`config.mk`:
```
export PLATFORM = sky130hd
export DESIGN_NAME = ohmmeter_e24_band_classifier_core
export DESIGN_NICKNAME = d
export VERILOG_FILES = /design/src/rtl/omc_pkg.sv /design/src/rtl/ohmmeter_e24_band_classifier_core.sv /design/src/rtl/omc_mul_cmp.sv /design/src/rtl/omc_seq.sv
export SDC_FILE = /design/constraint.sdc
export NUM_CORES = 2
export LEC_CHECK = 0
export ABC_AREA = 1
export ABC_CLOCK_PERIOD_IN_PS = 9730
export BUFFER_PORTS_ARGS = -buffer_cell sky130_fd_sc_hd__buf_2
export CAP_MARGIN = 20
export CORE_UTILIZATION = 60
export CTS_CLUSTER_DIAMETER = 40
export DETAILED_ROUTE_END_ITERATION = 7
export GPL_TIMING_DRIVEN = 0
export PLACE_DENSITY = 0.79
export RECOVER_POWER = 100
export SYNTH_ARGS = -nofsm -noshare
export SYNTH_HDL_FRONTEND = slang
export SYNTH_HIERARCHICAL = 1
export SYNTH_SLANG_ARGS = --single-unit
```
`constraint.sdc`:
```
create_clock -name clk -period 9.73 [get_ports clk]
set_input_delay 2.919 -clock clk [delete_from_list [all_inputs] [get_ports clk]]
set_output_delay 2.919 -clock clk [all_outputs]
set_load 0.05 [all_outputs]
```
`src/rtl/omc_pkg.sv`:
```
// ----------------------------------------------------------------------------
// omc_pkg: shared definitions for the ohmmeter band classifier
// Widths, register indexes, E24 window tables, decade bounds and the types
// passed between the sequencer, the multiply-compare unit and the top level.
// ----------------------------------------------------------------------------
`default_nettype none

package omc_pkg;

  localparam int unsigned SAMPLE_W   = 12;
  localparam int unsigned SUM_W      = 22;
  localparam int unsigned RK_W       = 20;
  localparam int unsigned CNT_W      = 10;
  localparam int unsigned NUM_W      = RK_W + SUM_W;
  localparam int unsigned RES_W      = 24;
  localparam int unsigned DIGIT_W    = 4;
  localparam int unsigned MULT_W     = 3;
  localparam int unsigned BOUND_W    = 20;
  localparam int unsigned OPND_W     = RES_W;
  localparam int unsigned WIN_W      = 5;
  localparam int unsigned WIN_COUNT  = 24;
  localparam int unsigned DEC_COUNT  = 5;
  localparam int unsigned STEP_W     = 3;
  localparam int unsigned BIT_W      = 5;
  localparam int unsigned CFG_IDX_W  = 2;
  localparam int unsigned CFG_DATA_W = 20;

  localparam int unsigned ADC_FULL_SCALE_DEF = 4095;

  localparam logic [RK_W-1:0]  KNOWN_RES_RST = 20'd2200;
  localparam logic [CNT_W-1:0] SAMPLES_RST   = 10'd500;

  localparam logic [CFG_IDX_W-1:0] REG_KNOWN_RES = 2'd0;
  localparam logic [CFG_IDX_W-1:0] REG_SAMPLES   = 2'd1;

  localparam logic [MULT_W-1:0] MULT_NONE   = 3'd0;
  localparam logic [MULT_W-1:0] MULT_BROWN  = 3'd1;
  localparam logic [MULT_W-1:0] MULT_RED    = 3'd2;
  localparam logic [MULT_W-1:0] MULT_ORANGE = 3'd3;
  localparam logic [MULT_W-1:0] MULT_YELLOW = 3'd4;

  localparam logic [WIN_W-1:0]  WIN_FIRST  = 5'd0;
  localparam logic [WIN_W-1:0]  WIN_LAST   = 5'(WIN_COUNT - 1);
  localparam logic [STEP_W-1:0] STEP_FIRST = 3'd0;
  localparam logic [STEP_W-1:0] STEP_LAST  = 3'(DEC_COUNT - 1);
  localparam logic [BIT_W-1:0]  BIT_TOP    = 5'(RES_W - 1);

  // decade edges: above 400, then at or above 950, 1e4, 1e5, 1e6
  localparam logic [BOUND_W-1:0] DEC_BOUND [DEC_COUNT] = '{
    20'd400, 20'd950, 20'd10000, 20'd100000, 20'd1000000
  };

  // window bounds in hundredths of the decade base
  localparam logic [9:0] E24_LO [WIN_COUNT] = '{
    10'd95,  10'd105, 10'd115, 10'd125, 10'd145, 10'd155, 10'd175, 10'd190,
    10'd210, 10'd230, 10'd260, 10'd285, 10'd315, 10'd345, 10'd375, 10'd405,
    10'd455, 10'd485, 10'd532, 10'd589, 10'd646, 10'd713, 10'd779, 10'd865
  };
  localparam logic [9:0] E24_HI [WIN_COUNT] = '{
    10'd105, 10'd115, 10'd125, 10'd135, 10'd155, 10'd165, 10'd185, 10'd210,
    10'd230, 10'd250, 10'd280, 10'd315, 10'd345, 10'd375, 10'd405, 10'd455,
    10'd495, 10'd535, 10'd588, 10'd651, 10'd714, 10'd787, 10'd861, 10'd955
  };
  localparam logic [DIGIT_W-1:0] E24_D1 [WIN_COUNT] = '{
    4'd1, 4'd1, 4'd1, 4'd1, 4'd1, 4'd1, 4'd1, 4'd2,
    4'd2, 4'd2, 4'd2, 4'd3, 4'd3, 4'd3, 4'd3, 4'd4,
    4'd4, 4'd5, 4'd5, 4'd6, 4'd6, 4'd7, 4'd8, 4'd9
  };
  localparam logic [DIGIT_W-1:0] E24_D2 [WIN_COUNT] = '{
    4'd0, 4'd1, 4'd2, 4'd3, 4'd5, 4'd6, 4'd8, 4'd0,
    4'd2, 4'd4, 4'd7, 4'd0, 4'd3, 4'd6, 4'd9, 4'd3,
    4'd7, 4'd1, 4'd6, 4'd2, 4'd8, 4'd5, 4'd2, 4'd1
  };

  typedef struct packed {
    logic [RES_W-1:0]   resistance;
    logic               in_range;
    logic               band_found;
    logic [DIGIT_W-1:0] first;
    logic [DIGIT_W-1:0] second;
    logic [MULT_W-1:0]  mult;
  } meas_res_t;

  typedef struct packed {
    logic ge;
    logic gt;
  } cmp_t;

  typedef enum logic [2:0] {
    SQ_IDLE,
    SQ_QUO_MUL,
    SQ_QUO_CMP,
    SQ_DEC_MUL,
    SQ_DEC_CMP,
    SQ_WIN_MUL,
    SQ_WIN_CMP,
    SQ_DONE
  } seq_state_t;

  typedef enum logic [2:0] {
    T_ACC,
    T_MUL,
    T_SUB,
    T_GO,
    T_WAIT
  } top_state_t;

  // window bound scaled to the decade, in ohms / 100 of the base
  function automatic logic [BOUND_W-1:0] window_bound(
    input logic [WIN_W-1:0]  win,
    input logic              hi_sel,
    input logic [MULT_W-1:0] mult
  );
    logic [BOUND_W-1:0] base;
    logic [BOUND_W-1:0] bound;
    base = hi_sel ? BOUND_W'(E24_HI[win]) : BOUND_W'(E24_LO[win]);
    unique case (mult)
      MULT_BROWN:  bound = base;
      MULT_RED:    bound = base * 20'd10;
      MULT_ORANGE: bound = base * 20'd100;
      MULT_YELLOW: bound = base * 20'd1000;
      default:     bound = '0;
    endcase
    return bound;
  endfunction

endpackage

`default_nettype wire

```
`src/rtl/ohmmeter_e24_band_classifier_core.sv`:
```
// ----------------------------------------------------------------------------
// ohmmeter_e24_band_classifier_core: ratiometric ohmmeter with E24 bands
// Sums divider samples, then finds R = Rk*S/(FS*N - S), its decade and its
// E24 band digits with one shared multiply-compare unit.
// Non-final samples: one per cycle. After the final sample none is taken
// until the result is loaded into the output register. Each comparison in
// the multiply-compare unit registers a product, then compares (24 quotient
// bits, 5 decade edges, up to 48 window edges); a zero denominator skips them.
// Reset: synchronous; clears sum, count and valid, loads register defaults.
// ----------------------------------------------------------------------------
`default_nettype none

module ohmmeter_e24_band_classifier_core
  import omc_pkg::*;
#(
  parameter int unsigned ADC_FULL_SCALE = ADC_FULL_SCALE_DEF
) (
  input  wire logic                  clk,
  input  wire logic                  rst,
  input  wire logic                  cfg_valid,
  output logic                       cfg_ready,
  input  wire logic [CFG_IDX_W-1:0]  cfg_index,
  input  wire logic [CFG_DATA_W-1:0] cfg_data,
  input  wire logic                  sample_valid,
  output logic                       sample_ready,
  input  wire logic [SAMPLE_W-1:0]   sample,
  output logic                       result_valid,
  input  wire logic                  result_ready,
  output logic [RES_W-1:0]           resistance_ohms,
  output logic                       in_range,
  output logic                       band_found,
  output logic [DIGIT_W-1:0]         first_digit,
  output logic [DIGIT_W-1:0]         second_digit,
  output logic [MULT_W-1:0]          multiplier_digit
);

  localparam int unsigned FS_W   = $clog2(ADC_FULL_SCALE + 1);
  localparam int unsigned DEN_W  = FS_W + CNT_W;
  localparam int unsigned DCMP_W = (DEN_W > SUM_W) ? DEN_W : SUM_W;

  top_state_t state, state_next;

  logic [RK_W-1:0]  known_res;
  logic [CNT_W-1:0] samples;
  logic [SUM_W-1:0] sum;
  logic [CNT_W-1:0] idx;
  logic [SUM_W-1:0] s_hold;
  logic [CNT_W-1:0] n_hold;
  logic [NUM_W-1:0] num;
  logic [DEN_W-1:0] full;
  logic [DEN_W-1:0] den;
  logic             den_zero;
  meas_res_t        out_res;

  logic [SUM_W-1:0] sum_next;
  logic [CNT_W-1:0] n_eff;
  logic             last;
  logic             in_xfer;
  logic             start;
  logic             ack;
  logic             done;
  meas_res_t        seq_res;

  omc_seq #(
    .DEN_W (DEN_W)
  ) u_seq (
    .clk      (clk),
    .rst      (rst),
    .start    (start),
    .ack      (ack),
    .num      (num),
    .den      (den),
    .den_zero (den_zero),
    .done     (done),
    .res      (seq_res)
  );

  assign cfg_ready = 1'b1;
  assign sum_next  = sum + SUM_W'(sample);
  assign n_eff     = (samples == '0) ? CNT_W'(1) : samples;
  assign last      = !(({1'b0, idx} + 1'b1) < {1'b0, n_eff});
  assign in_xfer   = sample_valid && sample_ready;

  always_ff @(posedge clk) begin
    if (rst) begin
      state <= T_ACC;
    end else begin
      state <= state_next;
    end
  end

  always_comb begin
    state_next   = state;
    sample_ready = 1'b0;
    start        = 1'b0;
    ack          = 1'b0;
    unique case (state)
      T_ACC: begin
        sample_ready = 1'b1;
        if (sample_valid && last) begin
          state_next = T_MUL;
        end
      end
      T_MUL: state_next = T_SUB;
      T_SUB: state_next = T_GO;
      T_GO: begin
        start      = 1'b1;
        state_next = T_WAIT;
      end
      T_WAIT: begin
        if (done && (!result_valid || result_ready)) begin
          ack        = 1'b1;
          state_next = T_ACC;
        end
      end
      default: state_next = T_ACC;
    endcase
  end

  // configuration and accumulator
  always_ff @(posedge clk) begin
    if (rst) begin
      known_res <= KNOWN_RES_RST;
      samples   <= SAMPLES_RST;
      sum       <= '0;
      idx       <= '0;
    end else begin
      if (cfg_valid && cfg_ready) begin
        if (cfg_index == REG_KNOWN_RES) begin
          known_res <= cfg_data[RK_W-1:0];
        end else if (cfg_index == REG_SAMPLES) begin
          samples <= cfg_data[CNT_W-1:0];
        end
      end
      if (in_xfer) begin
        if (last) begin
          sum <= '0;
          idx <= '0;
        end else begin
          sum <= sum_next;
          idx <= idx + 1'b1;
        end
      end
    end
  end

  always_ff @(posedge clk) begin
    if (in_xfer && last) begin
      s_hold <= sum_next;
      n_hold <= n_eff;
    end
    if (state == T_MUL) begin
      num  <= NUM_W'(known_res) * NUM_W'(s_hold);
      full <= DEN_W'(FS_W'(ADC_FULL_SCALE)) * DEN_W'(n_hold);
    end
    if (state == T_SUB) begin
      den_zero <= DCMP_W'(s_hold) >= DCMP_W'(full);
      den      <= full - DEN_W'(s_hold);
    end
  end

  // output register
  always_ff @(posedge clk) begin
    if (rst) begin
      result_valid <= 1'b0;
    end else if (ack) begin
      result_valid <= 1'b1;
    end else if (result_ready) begin
      result_valid <= 1'b0;
    end
  end

  always_ff @(posedge clk) begin
    if (ack) begin
      out_res <= seq_res;
    end
  end

  assign resistance_ohms  = out_res.resistance;
  assign in_range         = out_res.in_range;
  assign band_found       = out_res.band_found;
  assign first_digit      = out_res.first;
  assign second_digit     = out_res.second;
  assign multiplier_digit = out_res.mult;

endmodule

`default_nettype wire

```
`src/rtl/omc_mul_cmp.sv`:
```
// ----------------------------------------------------------------------------
// omc_mul_cmp: shared multiply-compare unit
// Registers den * operand, then compares the numerator against the product.
// ----------------------------------------------------------------------------
`default_nettype none

module omc_mul_cmp
  import omc_pkg::*;
#(
  parameter int unsigned DEN_W = 22
) (
  input  wire logic              clk,
  input  wire logic              load,
  input  wire logic [DEN_W-1:0]  den,
  input  wire logic [OPND_W-1:0] opnd,
  input  wire logic [NUM_W-1:0]  num,
  output cmp_t                   cmp
);

  localparam int unsigned PROD_W = DEN_W + OPND_W;
  localparam int unsigned CMP_W  = (PROD_W > NUM_W) ? PROD_W : NUM_W;

  logic [PROD_W-1:0] prod;

  always_ff @(posedge clk) begin
    if (load) begin
      prod <= PROD_W'(den) * PROD_W'(opnd);
    end
  end

  always_comb begin
    cmp.ge = CMP_W'(num) >= CMP_W'(prod);
    cmp.gt = CMP_W'(num) >  CMP_W'(prod);
  end

endmodule

`default_nettype wire

```
`src/rtl/omc_seq.sv`:
```
// ----------------------------------------------------------------------------
// omc_seq: measurement sequencer
// Drives the multiply-compare unit through a bit-by-bit quotient search,
// the decade bounds and the E24 windows, and holds the result until taken.
// ----------------------------------------------------------------------------
`default_nettype none

module omc_seq
  import omc_pkg::*;
#(
  parameter int unsigned DEN_W = 22
) (
  input  wire logic             clk,
  input  wire logic             rst,
  input  wire logic             start,
  input  wire logic             ack,
  input  wire logic [NUM_W-1:0] num,
  input  wire logic [DEN_W-1:0] den,
  input  wire logic             den_zero,
  output logic                  done,
  output meas_res_t             res
);

  seq_state_t state, state_next;

  logic [BIT_W-1:0]   bit_idx;
  logic [RES_W-1:0]   quo;
  logic [STEP_W-1:0]  step;
  logic [3:0]         dec_flags;
  logic [WIN_W-1:0]   win;
  logic               hi_sel;
  logic [MULT_W-1:0]  mult;
  logic               in_range;
  logic               band_found;
  logic [DIGIT_W-1:0] first;
  logic [DIGIT_W-1:0] second;

  logic [OPND_W-1:0]  trial;
  logic [OPND_W-1:0]  opnd;
  logic               load;
  logic               flag;
  logic [4:0]         dec_all;
  logic [MULT_W-1:0]  dec_mult;
  cmp_t               cmp;

  omc_mul_cmp #(
    .DEN_W (DEN_W)
  ) u_mul_cmp (
    .clk  (clk),
    .load (load),
    .den  (den),
    .opnd (opnd),
    .num  (num),
    .cmp  (cmp)
  );

  assign trial = quo | (OPND_W'(1) << bit_idx);

  always_comb begin
    unique case (state)
      SQ_QUO_MUL, SQ_QUO_CMP: opnd = trial;
      SQ_DEC_MUL, SQ_DEC_CMP: opnd = OPND_W'(DEC_BOUND[step]);
      SQ_WIN_MUL, SQ_WIN_CMP: opnd = OPND_W'(window_bound(win, hi_sel, mult));
      default:                opnd = '0;
    endcase
  end

  // lowest edge is strict, the others inclusive
  assign flag    = (step == STEP_FIRST) ? cmp.gt : cmp.ge;
  assign dec_all = {flag, dec_flags};

  always_comb begin
    priority if (dec_all[0] && !dec_all[1]) begin
      dec_mult = MULT_BROWN;
    end else if (dec_all[1] && !dec_all[2]) begin
      dec_mult = MULT_RED;
    end else if (dec_all[2] && !dec_all[3]) begin
      dec_mult = MULT_ORANGE;
    end else if (dec_all[3] && !dec_all[4]) begin
      dec_mult = MULT_YELLOW;
    end else begin
      dec_mult = MULT_NONE;
    end
  end

  always_ff @(posedge clk) begin
    if (rst) begin
      state <= SQ_IDLE;
    end else begin
      state <= state_next;
    end
  end

  always_comb begin
    state_next = state;
    load       = 1'b0;
    done       = 1'b0;
    unique case (state)
      SQ_IDLE: begin
        if (start) begin
          state_next = den_zero ? SQ_DONE : SQ_QUO_MUL;
        end
      end
      SQ_QUO_MUL: begin
        load       = 1'b1;
        state_next = SQ_QUO_CMP;
      end
      SQ_QUO_CMP: begin
        state_next = (bit_idx == '0) ? SQ_DEC_MUL : SQ_QUO_MUL;
      end
      SQ_DEC_MUL: begin
        load       = 1'b1;
        state_next = SQ_DEC_CMP;
      end
      SQ_DEC_CMP: begin
        if (step == STEP_LAST) begin
          state_next = (dec_mult == MULT_NONE) ? SQ_DONE : SQ_WIN_MUL;
        end else begin
          state_next = SQ_DEC_MUL;
        end
      end
      SQ_WIN_MUL: begin
        load       = 1'b1;
        state_next = SQ_WIN_CMP;
      end
      SQ_WIN_CMP: begin
        if (!hi_sel && cmp.gt) begin
          state_next = SQ_WIN_MUL;
        end else if (hi_sel && !cmp.ge) begin
          state_next = SQ_DONE;
        end else begin
          state_next = (win == WIN_LAST) ? SQ_DONE : SQ_WIN_MUL;
        end
      end
      SQ_DONE: begin
        done = 1'b1;
        if (ack) begin
          state_next = SQ_IDLE;
        end
      end
      default: state_next = SQ_IDLE;
    endcase
  end

  always_ff @(posedge clk) begin
    unique case (state)
      SQ_IDLE: begin
        if (start) begin
          quo        <= den_zero ? '1 : '0;
          bit_idx    <= BIT_TOP;
          step       <= STEP_FIRST;
          dec_flags  <= '0;
          win        <= WIN_FIRST;
          hi_sel     <= 1'b0;
          mult       <= MULT_NONE;
          in_range   <= 1'b0;
          band_found <= 1'b0;
          first      <= '0;
          second     <= '0;
        end
      end
      SQ_QUO_CMP: begin
        if (cmp.ge) begin
          quo <= trial;
        end
        bit_idx <= bit_idx - 1'b1;
      end
      SQ_DEC_CMP: begin
        dec_flags <= {flag, dec_flags[3:1]};
        step      <= step + 1'b1;
        if (step == STEP_LAST) begin
          mult     <= dec_mult;
          in_range <= (dec_mult != MULT_NONE);
        end
      end
      SQ_WIN_CMP: begin
        if (!hi_sel && cmp.gt) begin
          hi_sel <= 1'b1;
        end else if (hi_sel && !cmp.ge) begin
          band_found <= 1'b1;
          first      <= E24_D1[win];
          second     <= E24_D2[win];
        end else begin
          hi_sel <= 1'b0;
          win    <= win + 1'b1;
        end
      end
      default: begin
      end
    endcase
  end

  always_comb begin
    res.resistance = quo;
    res.in_range   = in_range;
    res.band_found = band_found;
    res.first      = first;
    res.second     = second;
    res.mult       = mult;
  end

endmodule

`default_nettype wire

```
==> impl_metrics.py <==
metrics = {
    "synth": {
        "yosysMostFrequentCell": "nand2_1",
        "synthTopCellsByCount": "nand2_1 (1917), inv_1 (1854), fa_1 (868)",
        "ys_seq_area_share_pct": 16.20,
        "post_synth_num_cell_types": 62,
        "yosys-top-cells-area": "fa_1 (31%), edfxtp_1 (14%), nand2_1 (13%)",
        "async_flop_share_pct": 0,
        "synth_edf_count": 257,
        "syn_avg_cell_area_um2": 7.894,
        "synth_flop_cell": "edfxtp_1",
        "yosys.area.top_type_share_pct": 30.94,
        "yosys_warnings": 6,
        "synth_cells": 7114,
        "syn_area_mm2": 0.05616,
        "synth_area_leader_cell": "fa_1",
        "syn_nets": 8584,
        "ys_ff_latch": 326,
    },
    "global_routing": {
        "grt_first_pass_wirelength_um": 269100,
        "track_usage_pct": 37.09,
        "grt_pass1_vias": 49984,
        "grt_max_degree": 29,
        "gr-total-overflow": 0,
        "grt_antenna_before_repair": 3,
    },
    "final_layout": {
        "area_delta_synth_final_pct": 14.49,
        "n_fill_cell": 7251,
        "seqCellArea_mm2": 0.009099,
        "final_nets": 8904,
        "diodes": 0,
        "multi_input_area_mm2": 0.04132,
        "drive_gt1_share_pct": 13.14,
    },
    "worst_setup_path": {
        "cp_top_family": "adder cells",
        "r2r-start": "u_seq/win[1]",
        "crit_type": "reg2reg",
        "arrival_ns": 11.09,
        "endpoint_kind": "flop",
        "critPathRequiredTime_ns": 10.08,
        "crit_path_frequent_cell": "fa_1",
        "reg2reg_to": "u_seq/u_mul_cmp/prod[45]",
        "crit_path_max_fanout": 6,
        "r2r_setup_slack_ns": -1.00,
        "ff2ff_path_depth": 48,
        "start_kind": "flop",
        "slowest_stage": "fa_2",
        "cp_num_buf_inv": 12,
        "slowest_delay_ns": 0.57,
    },
    "clock_network": {
        "htreeDepth": 2,
        "cts_tree": "yes",
        "clkTransAtPathRegs_ns": 0.05,
        "cts_max_path_buffers": 3,
        "numCtsBuffers": 51,
        "clock-root-buffer": "clkbuf_16",
        "clock_latency_ns": 0.64,
        "postCtsHoldBufs": 0,
        "cts_sinks": 326,
    },
    "placement": {
        "place.port_buffers": 77,
        "place_congestion": 1.027,
        "hpwl_um": 137900,
        "dp_slack_ns": -2.112,
    },
    "timing": {
        "fin_skew_ns": 0.05456,
        "max_slew_margin_pct": -29.24,
        "fin_crit_sh_pct": 110.3,
        "hold_ws_ns": 0.4193,
        "fin_ws_ns": -1.004,
        "fmax_mhz": 93.16,
        "rsz0062_at_grt": "yes",
        "final_max_slew_viol_count": 19,
        "worst_pin_slew_ns": 1.939,
        "min_period_ns": 10.73,
        "setup_viol": 33,
        "final_hold_viol_count": 0,
    },
    "routing": {
        "antenna_left": 0,
        "met2WireLength_um": 82200,
        "wire_per_inst_um": 20.24,
        "route.top_layer_used": "met5",
        "wirelength_um": 176500,
        "num_vias": 48637,
        "drcViolationCount": 0,
        "via_per_inst": 5.579,
        "wl_met3_um": 18520,
        "dr.first_iter.drc_count": 4480,
        "wl_met1_um": 62880,
        "dr.pass1.iters": 6,
    },
    "run_status": {
        "violations": "max-capacitance violations, max-slew violations, negative setup slack",
        "outcome": "finished, violations left",
    },
    "min_path": {
        "hold_start": "u_seq/second[0]",
        "worstHoldPathCells": 0,
        "hp-class": "reg2reg",
        "min_to": "second_digit[0]",
    },
    "run": {
        "maxCapViolCount": 1,
    },
    "floorplan": {
        "die-height_um": 307.9,
        "start_util_pct": 60.90,
        "io_pins": 79,
        "dieWidth_um": 307.9,
        "die_area_mm2": 0.09483,
        "row_count": 111,
        "coreArea_mm2": 0.09222,
    },
}
==> registers in the layout (all words and copies together), names as in the netlist, 22 cells and up <==
register and cells:
den 22, num 42, s_hold 22, full 22
u_seq/u_mul_cmp/prod 46, resistance_ohms 24, sum 22, u_seq/quo 24
==> metrics by stage <==
step / TNS (ns) / util (%) / instances / instance area [um^2]
floorplan: 0 / - / 7114 / 56330
global placement: -62.82 / 63.19 / 8434 / 58270
detailed placement: -63.28 / 63.40 / 8445 / 58470
CTS: -17.00 / 68.45 / 8676 / 63120
global route: -33.04 / 69.72 / 8718 / 64300
finish: -26.62 / 69.72 / 8718 / 64300
==> placed cells by master, fill, tap and decap left out, drive strengths merged, types with 201 or more instances in the layout <==
| cell | instances |
|---|---|
| nand2 | 1962 |
| inv | 1886 |
| fa | 868 |
| ha | 563 |
| nor2 | 350 |
| buf | 286 |
| clkbuf | 266 |
| edfxtp | 257 |
| a21oi | 240 |
| nand3 | 201 |
==> kinds of logic after synthesis <==
family | share of synthesized area [%]
flops | 16.20
simple gates | 18.93
fa+ha+maj | 43.49
buf+inv | 14.16
xor+xnor | 2.012
compound gates | 5.200
other cells | 0.006677
==> repair_timing <==
item,CTS,global route
setup endpoints to repair,36,37
resized for setup,425,254
pin swaps,209,183
setup buffers,137,42
cloned,0,1
==> layout make-up <==
cell class | instances | area share [%]
clock inverter | 39 | 0.7570
timing repair buffer | 267 | 3.263
inverter | 1871 | 10.99
multi-input combinational | 4687 | 64.27
buffer | 230 | 2.082
clock buffer | 55 | 2.074
tap | 1243 | 2.419
sequential | 326 | 14.15
==> worst max-delay path by stage <==
stage                                           to  slack [ns]         start  cells after the start
after CTS                 u_seq/u_mul_cmp/prod[39]       -0.68  u_seq/win[1]                     54
after floorplan           u_seq/u_mul_cmp/prod[44]       0.005  u_seq/win[1]                     51
after global placement    u_seq/u_mul_cmp/prod[34]       -2.10  u_seq/win[2]                     43
after global routing      u_seq/u_mul_cmp/prod[45]       -1.21  u_seq/win[1]                     47
final                     u_seq/u_mul_cmp/prod[45]       -1.00  u_seq/win[1]                     48
after detailed placement  u_seq/u_mul_cmp/prod[35]       -2.11  u_seq/win[2]                     45
==> layer usage <==
layer / track usage, % / vias up
met3: 8.225 / 736
met4: 21.28 / 4
met5: 0 / -
met2: 61.31 / 2801
met1: 44.68 / 23343
li1: - / 21753
Power is not shown: default switching activity piles up to over one toggle a cycle in this logic, so the estimate is an artifact.
